`src/hw/rtl/sequential_list_insert_range_delete_macros.svh`:
```
// assertion macros for the sequential list block
// used by the top level only; no other dependencies
`ifndef SEQUENTIAL_LIST_INSERT_RANGE_DELETE_MACROS_SVH
`define SEQUENTIAL_LIST_INSERT_RANGE_DELETE_MACROS_SVH

// same-cycle implication, checked outside reset
`define SLRD_ASSERT_SAME(label, clk, rst, ante, cons, msg) \
  label: assert property (@(posedge clk) disable iff (rst) (ante) |-> (cons)) else $error(msg);

// next-cycle implication, checked outside reset
`define SLRD_ASSERT_NEXT(label, clk, rst, ante, cons, msg) \
  label: assert property (@(posedge clk) disable iff (rst) (ante) |=> (cons)) else $error(msg);

`endif

```
`src/hw/rtl/slrd_pkg.sv`:
```
// shared types and constants for the sequential list block
// no dependencies
package slrd_pkg;

  localparam int CAPACITY = 16;
  localparam int ADDR_W   = (CAPACITY > 1) ? $clog2(CAPACITY) : 1;
  localparam int LEN_W    = $clog2(CAPACITY + 1);
  localparam int DATA_W   = 32;
  localparam int KIND_W   = 2;
  localparam int POS_W    = 5;
  localparam int COUNT_W  = 5;
  localparam int CMP_W    = ((POS_W > LEN_W) ? POS_W : LEN_W) + 1;

  localparam int S_TDATA_W = 104;  // 5 + 3*32 = 101, padded to bytes
  localparam int S_TUSER_W = KIND_W;
  localparam int M_TDATA_W = 40;   // 5 + 32 = 37, padded to bytes
  localparam int M_TUSER_W = 1;

  localparam logic [KIND_W-1:0] KIND_INSERT = 2'd0;
  localparam logic [KIND_W-1:0] KIND_DELETE = 2'd1;
  localparam logic [KIND_W-1:0] KIND_READ   = 2'd2;

  typedef struct packed {
    logic [KIND_W-1:0]        kind;
    logic [POS_W-1:0]         position;
    logic signed [DATA_W-1:0] value;
    logic signed [DATA_W-1:0] range_low;
    logic signed [DATA_W-1:0] range_high;
  } cmd_t;

  typedef struct packed {
    logic                     ok;
    logic [COUNT_W-1:0]       count;
    logic signed [DATA_W-1:0] read_value;
  } res_t;

  typedef struct packed {
    logic              re;
    logic [ADDR_W-1:0] raddr;
    logic              we;
    logic [ADDR_W-1:0] waddr;
    logic [DATA_W-1:0] wdata;
  } mem_req_t;

endpackage

```
`src/hw/rtl/sequential_list_insert_range_delete.sv`:
```
// channel  | dir | tdata (low bit up)                           | tuser
// s        | in  | position, value, range_low, range_high, pad  | kind
// m        | out | count, read_value, pad                       | ok
// one command at a time; the single read port of the entry memory sets the pace
// a read fetches the addressed entry; an insert moves each entry from the tail down
// to the position one slot up, then writes the value; a range delete scans each slot
// and on a hit trims in-range tail entries and moves the last survivor into the hole
// reset clears the list length and the output valid flag; entries need no clearing
// the result register frees the sequencer, so a new transfer is taken while m stalls
`include "sequential_list_insert_range_delete_macros.svh"

module sequential_list_insert_range_delete (
  input  logic                             clk,
  input  logic                             rst,
  input  logic                             s_tvalid,
  output logic                             s_tready,
  // position[4:0], value[36:5], range_low[68:37], range_high[100:69], zero pad
  input  logic [slrd_pkg::S_TDATA_W-1:0]   s_tdata,
  // kind[1:0]
  input  logic [slrd_pkg::S_TUSER_W-1:0]   s_tuser,
  output logic                             m_tvalid,
  input  logic                             m_tready,
  // count[4:0], read_value[36:5], zero pad
  output logic [slrd_pkg::M_TDATA_W-1:0]   m_tdata,
  // ok[0]
  output logic [slrd_pkg::M_TUSER_W-1:0]   m_tuser
);

  localparam int PW = slrd_pkg::POS_W;
  localparam int DW = slrd_pkg::DATA_W;
  localparam int CNW = slrd_pkg::COUNT_W;

  slrd_pkg::cmd_t     cmd;
  slrd_pkg::res_t     res;
  slrd_pkg::mem_req_t mem_req;
  logic signed [DW-1:0] mem_rdata;
  logic res_valid, res_ready;

  assign cmd.kind       = s_tuser;
  assign cmd.position   = s_tdata[PW-1:0];
  assign cmd.value      = s_tdata[PW+DW-1:PW];
  assign cmd.range_low  = s_tdata[PW+2*DW-1:PW+DW];
  assign cmd.range_high = s_tdata[PW+3*DW-1:PW+2*DW];

  slrd_ctrl u_ctrl (
    .clk       (clk),
    .rst       (rst),
    .cmd_valid (s_tvalid),
    .cmd_ready (s_tready),
    .cmd       (cmd),
    .res_valid (res_valid),
    .res_ready (res_ready),
    .res       (res),
    .mem_req   (mem_req),
    .mem_rdata (mem_rdata)
  );

  slrd_mem u_mem (
    .clk   (clk),
    .req   (mem_req),
    .rdata (mem_rdata)
  );

  // output register
  assign res_ready = !m_tvalid || m_tready;

  always_ff @(posedge clk) begin
    if (rst) begin
      m_tvalid <= 1'b0;
    end else if (res_ready) begin
      m_tvalid <= res_valid;
    end
  end

  always_ff @(posedge clk) begin
    if (res_valid && res_ready) begin
      m_tdata <= {(slrd_pkg::M_TDATA_W - CNW - DW)'(0), res.read_value, res.count};
      m_tuser <= res.ok;
    end
  end

  `SLRD_ASSERT_SAME(a_count_bound, clk, rst, m_tvalid, m_tdata[CNW-1:0] <= CNW'(slrd_pkg::CAPACITY), "list length above capacity")
  `SLRD_ASSERT_SAME(a_rdv_zero, clk, rst, m_tvalid && !m_tuser[0], m_tdata[CNW+DW-1:CNW] == '0, "read value set on a rejected command")
  `SLRD_ASSERT_NEXT(a_one_at_a_time, clk, rst, s_tvalid && s_tready, !s_tready, "second command taken while one is in work")
  `SLRD_ASSERT_SAME(a_mem_port, clk, rst, mem_req.we && mem_req.re, mem_req.waddr != mem_req.raddr, "read and write of the same entry in one cycle")

endmodule

```
`src/hw/rtl/slrd_mem.sv`:
```
// entry storage: one write port, one read port, registered read data
// depends on slrd_pkg
module slrd_mem (
  input  logic                         clk,
  input  slrd_pkg::mem_req_t           req,
  output logic [slrd_pkg::DATA_W-1:0]  rdata
);

  logic [slrd_pkg::DATA_W-1:0] mem [slrd_pkg::CAPACITY];

  always_ff @(posedge clk) begin
    if (req.we) begin
      mem[req.waddr] <= req.wdata;
    end
    if (req.re) begin
      rdata <= mem[req.raddr];
    end
  end

endmodule

```
`src/hw/rtl/slrd_ctrl.sv`:
```
// command sequencer: insert shift, range delete scan and read over the entry memory
// depends on slrd_pkg; drives slrd_mem through a mem_req_t
module slrd_ctrl (
  input  logic                               clk,
  input  logic                               rst,
  input  logic                               cmd_valid,
  output logic                               cmd_ready,
  input  slrd_pkg::cmd_t                     cmd,
  output logic                               res_valid,
  input  logic                               res_ready,
  output slrd_pkg::res_t                     res,
  output slrd_pkg::mem_req_t                 mem_req,
  input  logic signed [slrd_pkg::DATA_W-1:0] mem_rdata
);

  localparam logic [3:0] ST_IDLE      = 4'd0;
  localparam logic [3:0] ST_EXEC      = 4'd1;
  localparam logic [3:0] ST_INS_SHIFT = 4'd2;
  localparam logic [3:0] ST_INS_PUT   = 4'd3;
  localparam logic [3:0] ST_DEL_RDI   = 4'd4;
  localparam logic [3:0] ST_DEL_CHKI  = 4'd5;
  localparam logic [3:0] ST_DEL_RDT   = 4'd6;
  localparam logic [3:0] ST_DEL_CHKT  = 4'd7;
  localparam logic [3:0] ST_RD_DATA   = 4'd8;
  localparam logic [3:0] ST_DONE      = 4'd9;

  localparam int AW = slrd_pkg::ADDR_W;
  localparam int LW = slrd_pkg::LEN_W;
  localparam int CW = slrd_pkg::CMP_W;

  logic [3:0]    state, state_next;
  logic [LW-1:0] len, len_next;
  logic [LW-1:0] idx, idx_next;
  logic          wr_pend, wr_pend_next;
  logic [AW-1:0] wr_addr, wr_addr_next;
  logic          ok, ok_next;
  logic signed [slrd_pkg::DATA_W-1:0] rdv, rdv_next;
  slrd_pkg::cmd_t cmd_r;

  logic          hit;
  logic [CW-1:0] pos_x, len_x, idx_x;

  assign hit   = (mem_rdata >= cmd_r.range_low) && (mem_rdata <= cmd_r.range_high);
  assign pos_x = CW'(cmd_r.position);
  assign len_x = CW'(len);
  assign idx_x = CW'(idx);

  assign cmd_ready      = (state == ST_IDLE);
  assign res_valid      = (state == ST_DONE);
  assign res.ok         = ok;
  assign res.count      = slrd_pkg::COUNT_W'(len);
  assign res.read_value = rdv;

  always_comb begin
    state_next    = state;
    len_next      = len;
    idx_next      = idx;
    ok_next       = ok;
    rdv_next      = rdv;
    wr_pend_next  = 1'b0;
    wr_addr_next  = wr_addr;
    // shift writes land in the cycle after their read
    mem_req.re    = 1'b0;
    mem_req.raddr = '0;
    mem_req.we    = wr_pend;
    mem_req.waddr = wr_addr;
    mem_req.wdata = mem_rdata;
    case (state)
      ST_IDLE: begin
        if (cmd_valid) begin
          state_next = ST_EXEC;
        end
      end
      ST_EXEC: begin
        ok_next    = 1'b0;
        rdv_next   = '0;
        state_next = ST_DONE;
        case (cmd_r.kind)
          slrd_pkg::KIND_INSERT: begin
            if ((pos_x != '0) && (pos_x <= len_x + CW'(1)) &&
                (len_x < CW'(slrd_pkg::CAPACITY))) begin
              idx_next   = len;
              state_next = ST_INS_SHIFT;
            end
          end
          slrd_pkg::KIND_DELETE: begin
            if ((cmd_r.range_low < cmd_r.range_high) && (len != '0)) begin
              ok_next    = 1'b1;
              idx_next   = '0;
              state_next = ST_DEL_RDI;
            end
          end
          slrd_pkg::KIND_READ: begin
            if ((pos_x != '0) && (pos_x <= len_x)) begin
              mem_req.re    = 1'b1;
              mem_req.raddr = AW'(cmd_r.position - slrd_pkg::POS_W'(1));
              state_next    = ST_RD_DATA;
            end
          end
          default: begin
            state_next = ST_DONE;
          end
        endcase
      end
      ST_INS_SHIFT: begin
        // read slot idx-1 now, write it to slot idx next cycle
        if (idx_x >= pos_x) begin
          mem_req.re    = 1'b1;
          mem_req.raddr = AW'(idx - LW'(1));
          wr_pend_next  = 1'b1;
          wr_addr_next  = AW'(idx);
          idx_next      = idx - LW'(1);
        end else begin
          state_next = ST_INS_PUT;
        end
      end
      ST_INS_PUT: begin
        mem_req.we    = 1'b1;
        mem_req.waddr = AW'(cmd_r.position - slrd_pkg::POS_W'(1));
        mem_req.wdata = cmd_r.value;
        len_next      = len + LW'(1);
        ok_next       = 1'b1;
        state_next    = ST_DONE;
      end
      ST_DEL_RDI: begin
        if (idx < len) begin
          mem_req.re    = 1'b1;
          mem_req.raddr = AW'(idx);
          state_next    = ST_DEL_CHKI;
        end else begin
          state_next = ST_DONE;
        end
      end
      ST_DEL_CHKI: begin
        if (hit) begin
          state_next = ST_DEL_RDT;
        end else begin
          idx_next   = idx + LW'(1);
          state_next = ST_DEL_RDI;
        end
      end
      ST_DEL_RDT: begin
        if (len > idx) begin
          mem_req.re    = 1'b1;
          mem_req.raddr = AW'(len - LW'(1));
          state_next    = ST_DEL_CHKT;
        end else begin
          idx_next   = idx + LW'(1);
          state_next = ST_DEL_RDI;
        end
      end
      ST_DEL_CHKT: begin
        len_next = len - LW'(1);
        if (hit) begin
          // tail entry also in range: trim and look at the new tail
          state_next = ST_DEL_RDT;
        end else begin
          mem_req.we    = 1'b1;
          mem_req.waddr = AW'(idx);
          mem_req.wdata = mem_rdata;
          idx_next      = idx + LW'(1);
          state_next    = ST_DEL_RDI;
        end
      end
      ST_RD_DATA: begin
        rdv_next   = mem_rdata;
        ok_next    = 1'b1;
        state_next = ST_DONE;
      end
      ST_DONE: begin
        if (res_ready) begin
          state_next = ST_IDLE;
        end
      end
      default: begin
        state_next = ST_IDLE;
      end
    endcase
  end

  always_ff @(posedge clk) begin
    if (rst) begin
      state   <= ST_IDLE;
      len     <= '0;
      wr_pend <= 1'b0;
    end else begin
      state   <= state_next;
      len     <= len_next;
      wr_pend <= wr_pend_next;
    end
  end

  always_ff @(posedge clk) begin
    idx     <= idx_next;
    wr_addr <= wr_addr_next;
    ok      <= ok_next;
    rdv     <= rdv_next;
    if (cmd_valid && cmd_ready) begin
      cmd_r <= cmd;
    end
  end

endmodule

```
`config.mk`:
```
export PLATFORM = sky130hd
export DESIGN_NAME = sequential_list_insert_range_delete
export DESIGN_NICKNAME = d
export VERILOG_FILES = /design/src/hw/rtl/slrd_pkg.sv /design/src/hw/rtl/sequential_list_insert_range_delete.sv /design/src/hw/rtl/slrd_mem.sv /design/src/hw/rtl/slrd_ctrl.sv
export VERILOG_INCLUDE_DIRS = /design/src /design/src/hw/rtl
export SDC_FILE = /design/constraint.sdc
export NUM_CORES = 1
export LEC_CHECK = 0
export ABC_AREA = 0
export BUFFER_PORTS_ARGS = -buffer_cell sky130_fd_sc_hd__buf_2
export CORE_UTILIZATION = 40
export DETAILED_ROUTE_END_ITERATION = 8
export REMOVE_ABC_BUFFERS = 1
export SYNTH_ARGS = -nofsm -noshare
export SYNTH_HDL_FRONTEND = slang
export SYNTH_SLANG_ARGS = --single-unit
```
`constraint.sdc`:
```
create_clock -name clk -period 16.4 [get_ports clk]
set_input_delay 3.28 -clock clk [delete_from_list [all_inputs] [get_ports clk]]
set_output_delay 3.28 -clock clk [all_outputs]
set_load 0.01 [all_outputs]
```
# == Word-level counts from Yosys, hierarchy flattened ==
# Memories as Yosys holds them, arrays and structs flattened. A register that Yosys moved wholly into a read port is not among the register bits.
# Cells that the tools add are included.
# Widths: inputs -> output; s select.
# totals
n_memories,1
romBits,0
in_bits,110
register_bits,194
ram_bits,512
latchBits,0
# memory_table
name,depth,width,read_ports,rd_ports_with_merged_regs,wr,line_no,text
u_mem.mem,16,32,1,1,1,slrd_mem.sv:9,logic [slrd_pkg::DATA_W-1:0] mem [slrd_pkg::CAPACITY];
# classes
magnitude_cmp,9
reduce_logical,23
n_addsub,6
eq_ne,20
shift,0
bitwise_logic,1
multipliers,0
div_mod_pow,0
muxes,34
# ops
operator,n
$pmux 37 s2,1
$pmux 32 s2,1
$mux 5,10
$pmux 5 s4,2
$mux 37,1
$ge 32x32->1,1
$le 32x32->1,1
$lt 32x32->1,1
$pmux 4 s8,1
$mux 4,6
$pmux 5 s2,2
$eq 4x3->1 const B,4
$pmux 4 s3,1
$add 5x1->5 const B,2
$sub 5x1->5 const B,2
$eq 4x2->1 const B,2
$eq 4x4->1 const B,2
$ne 2x2->1 const B,4
$logic_and 1x1->1,7
$reduce_and 7->1,1
$add 5x1->6 const B,1
$le 5x6->1,1
$mux 1,6
$ne 3x2->1 const B,2
25 further kinds,31

# == Logic depth before layout (Yosys ltp) ==
# logic_depth
ltp_word,7
ltp_mapped,15
depth_no_buf,13

# == Cells and area by module ==
# A second synthesis with hierarchy kept.
# unflattened
hier_cells,1660
hier_area_um2,30455.5
# modules_own_cells
mod,area_each_um2,n_inst,cells_per_inst
slrd_mem,20155.6,1,838
slrd_ctrl,9077.5,1,775
sequential_list_insert_range_delete,1222.4,1,47

# == Worst setup path before layout ==
# Ideal clock, no wire load.
# synth_path
path_type,register to register
from,"register u_mem.rdata[27] (netlist bit), read port of u_mem.mem"
to,memory u_mem.mem[5][0] (netlist bit) (enable)
path_buffers,1
synth_period_minus_slack_ns,6.528
arrival_time_ns,6.015
stages_incl_launch_ff,12
path_slack_ns,9.872
path_cell_list,edfxtp_1 > ha_1 > nand4_1 > nor4b_1 > nor2_1 > a41oi_1 > mux2_2 > and4_1 > o21ai_0 > nand2_1 > clkbuf_1 > nor4b_1
# synth_via
elab_chain_len,6
# synth_lines
item,line_no,text
"start, declared",slrd_mem.sv:6,output logic [slrd_pkg::DATA_W-1:0] rdata
$ge 32x32->1 or $le 32x32->1 (tied branches),slrd_ctrl.sv:43,assign hit = (mem_rdata >= cmd_r.range_low) && (mem_rdata <= cmd_r.range_high);
$logic_and 1x1->1 (*),slrd_ctrl.sv:43,
$mux 37 (*),slrd_ctrl.sv:154,if (hit) begin
$pmux 37 s2 (*),slrd_ctrl.sv:68,case (state)
$mux 1,slrd_mem.sv:12,if (req.we) begin
$mux 1 (not written as such),slrd_mem.sv:13,mem[req.waddr] <= req.wdata;
"end, declared",slrd_mem.sv:9,
# Mark *: on every way between the ends. The rest lies on a longest branch, timed or not.

# == Worst setup path in the final report ==
# layout_path
from,"register u_mem.rdata[27] (netlist bit), read port of u_mem.mem"
to,memory u_mem.mem[8][14] (netlist bit) (enable)
# Same word-level chain as after synthesis.

==> summary.txt <==
Outcome: completed
Number of design-rule violations left by the first detailed-router iteration: 1811
Dominant cell type by area after synthesis: edfxtp_1
GRT Max-Usage Layer: met2
Total clock sinks: 738
Area delta synth->final: 14.0%
Pin count of the biggest net entering global routing: 92
Final worst path period need: 6020 ps
Cell count after synthesis: 2271
Antenna Violating Nets Remaining: 0
Hold Buf Count CTS: 0
Port Buffer Count: 146
CTS max path bufs: 3
Combinational family with the most area after synthesis: simple AND/OR/NAND/NOR gates
Maximum level of the CTS H-tree: 3
Max-Cap Viols: 0
Top cells by area, synth: edfxtp_1, nand2_1, ha_1
Synth Area in Adders: 0.0480
Initial antenna violation count: 3
Placed instance count: 3374
Start-to-end type of the worst setup path: reg -> reg
Type of destination of the critical path: flop
Via-per-instance ratio: 5.63
Clock edge transition at the registers on the reported setup and hold paths: 60 ps
Wire length of the first global-routing pass: 123000 um
CTS tree: done
Met2 usage: 0.336
Fraction of met3 tracks used by global routing: 0.0336
Worst-path maximum fanout: 25
Xor/xnor share of the synthesized area: 0.00364
Source-to-sink clock delay at the later pin of the worst-skew pair: 640 ps
Total global-route track usage: 0.210
Worst EP required: 16650 ps
Synth top area share: 0.698
Layout cell share with drive strength beyond 1: 0.146
Timing-limited maximum frequency: 0.166 GHz
Root buffer cell: clkbuf_16
Relative slew slack: 0.196
Worst hold margin: 415 ps
Number of placement rows: 102
Net total in the final layout: 2645
Ranking of synthesized cells by instance count: edfxtp_1, nand2_1, a21oi_1, ha_1, a32oi_1
Path type of the worst min-delay path: reg -> reg
Die footprint: 79300 um2
Complex-gate fraction of the synthesized area: 0.0978
Total power per unit cell area: 119 nW/um2
Final-report hold violation count: 0
Clock buffers created by TritonCTS: 79
Sequential element share of the synthesized area: 0.705
Synthesis Warnings: 0
Async set-reset flop share out of synthesis: 0
Maximum vdd drop: 71.8 uV
Total setup buffers inserted after CTS: 0
Final weighted congestion in routability-driven placement: 0.906
Detailed-route via count: 19776
Post-Route WL: 83600 um
Critical Path Source Type: flop
Fin cells: 3513
Setup TNS: 0 ps
Detailed placer's ending HPWL: 48900 um
Initial core utilization: 0.404
Die extent in y: 282 um
Multiplexer fraction of the synthesized cell area: 0.0122
RSZ-0062 raised after global routing: no
Skew final: 32.4 ps
DIE WIDTH: 282 um
Post-CTS resize count: 0
Arrival time of data at the critical path endpoint: 6270 ps
Core Area: 77500 um2
Number of global-route vias before repair: 19659
Yosys reg bits: 738
Slew at the pin closest to its max-slew limit: 1200 ps
Detailed Routing Iterations Pass 1: 5
Post-synthesis instance area: 31300 um2
Lkg Pwr: 12.8 nW
Post-Synthesis Mean Instance Area: 13.8 um2
Average detailed-routed wire length per instance: 23.8 um
Grt met1 use: 0.288
Final Max Slew Viols: 0
Number of enable flip-flop cells after synthesis: 727
Total congestion overflow after global routing: 0
Final cycle utilization of the critical path: 0.367
Final core utilization: 0.460
Number of remaining DRC errors: 0
Most common cell in the synthesized netlist: edfxtp_1
Ports: 153
# setup viols final: 0
Post-synthesis simple-gate area fraction: 0.107
Synth Flop Type: edfxtp_1
Post-synth cell types: 76
## layer usage
layer  share of wire  wire length, um
met5         0.00016               13
met4           0.033             2730
met3           0.069             5750
met2            0.46            38700
met1            0.44            36400
## report_power, final
group,switching [mW],internal (mW)
clock,0.719,1.00
sequential,0.0479,2.16
combinational,0.218,0.109
total,0.985,3.27
## area by class of cell
| type | instances | area (um2) |
|---|---|---|
| antenna | 1 | 2.50 |
| clock buffer | 91 | 2040 |
| clock inverter | 47 | 432 |
| tap | 1040 | 1300 |
| inverter | 82 | 308 |
| timing repair buffer | 182 | 1000 |
| fill | 6844 | 41800 |
| multi-input combinational | 1332 | 8520 |
| sequential | 738 | 22100 |
## worst max-delay path: stages (launching register included)
cell and delay, ps:
edfxtp_1 470, ha_1 360, nand4_1 260, nor4b_1 890, nor2_1 110, a41oi_1 550, mux2i_1 230, nor3_2 350
mux2i_1 160, o21ai_1 750, nor4bb_4 900, buf_4 590
## layout by cell type (no fill, tap or decap), drive strengths merged, types with 38 or more instances in the layout
master  count
edfxtp    727
a32oi      95
a21oi     144
buf       182
clkbuf     91
inv        86
and3       38
nand2     479
nor2       68
nor3       42
ha        120
## path summary, 6_finish.rpt
check / startpoint / endpoint / slack, ps / cells past startpoint
hold reg to reg: u_ctrl.rdv[4]$_SDFFCE_PN0P_ / m_tdata[9]$_DFFE_PP_ / 420 / 0
setup / recovery: u_mem.rdata[27]$_DFFE_PP_ / u_mem.mem[8][14]$_DFFE_PP_ / 10380 / 11
setup reg to reg: u_mem.rdata[27]$_DFFE_PP_ / u_mem.mem[8][14]$_DFFE_PP_ / 10380 / 11
hold / removal: u_ctrl.rdv[4]$_SDFFCE_PN0P_ / m_tdata[9]$_DFFE_PP_ / 420 / 0
## flip-flops by register name, indices dropped and copies added, names as in the netlist
signal,flops
u_ctrl.cmd_r,103
u_ctrl.state,4
u_mem.mem,512
m_tdata,37
m_tuser,1
u_ctrl.wr_addr,4
u_ctrl.idx,5
u_ctrl.wr_pend,1
u_ctrl.rdv,32
m_tvalid,1
u_mem.rdata,32
u_ctrl.len,5
u_ctrl.ok,1
## cell families after synthesis
group / count (synthesis)
AOI/OAI and AO/OA: 435
xor gates and xnor gates: 13
adders and majority gates: 120
buffers and inverters: 203
DFF: 738
muxes: 38
other: 1
and+or+nand+nor: 723
## metrics by stage
stage | power [mW] | worst slack, ps | cell area [um2]
2_1_floorplan | 2.43 | 6680 | 30800
3_3_place_gp | 2.56 | 10760 | 33200
3_5_place_dp | 2.57 | 10600 | 33200
4_1_cts | 4.29 | 10550 | 35700
5_1_grt | 4.40 | 10190 | 35700
6_report | 4.26 | 10380 | 35700
Note: power is estimated with default switching activity, not from simulation.
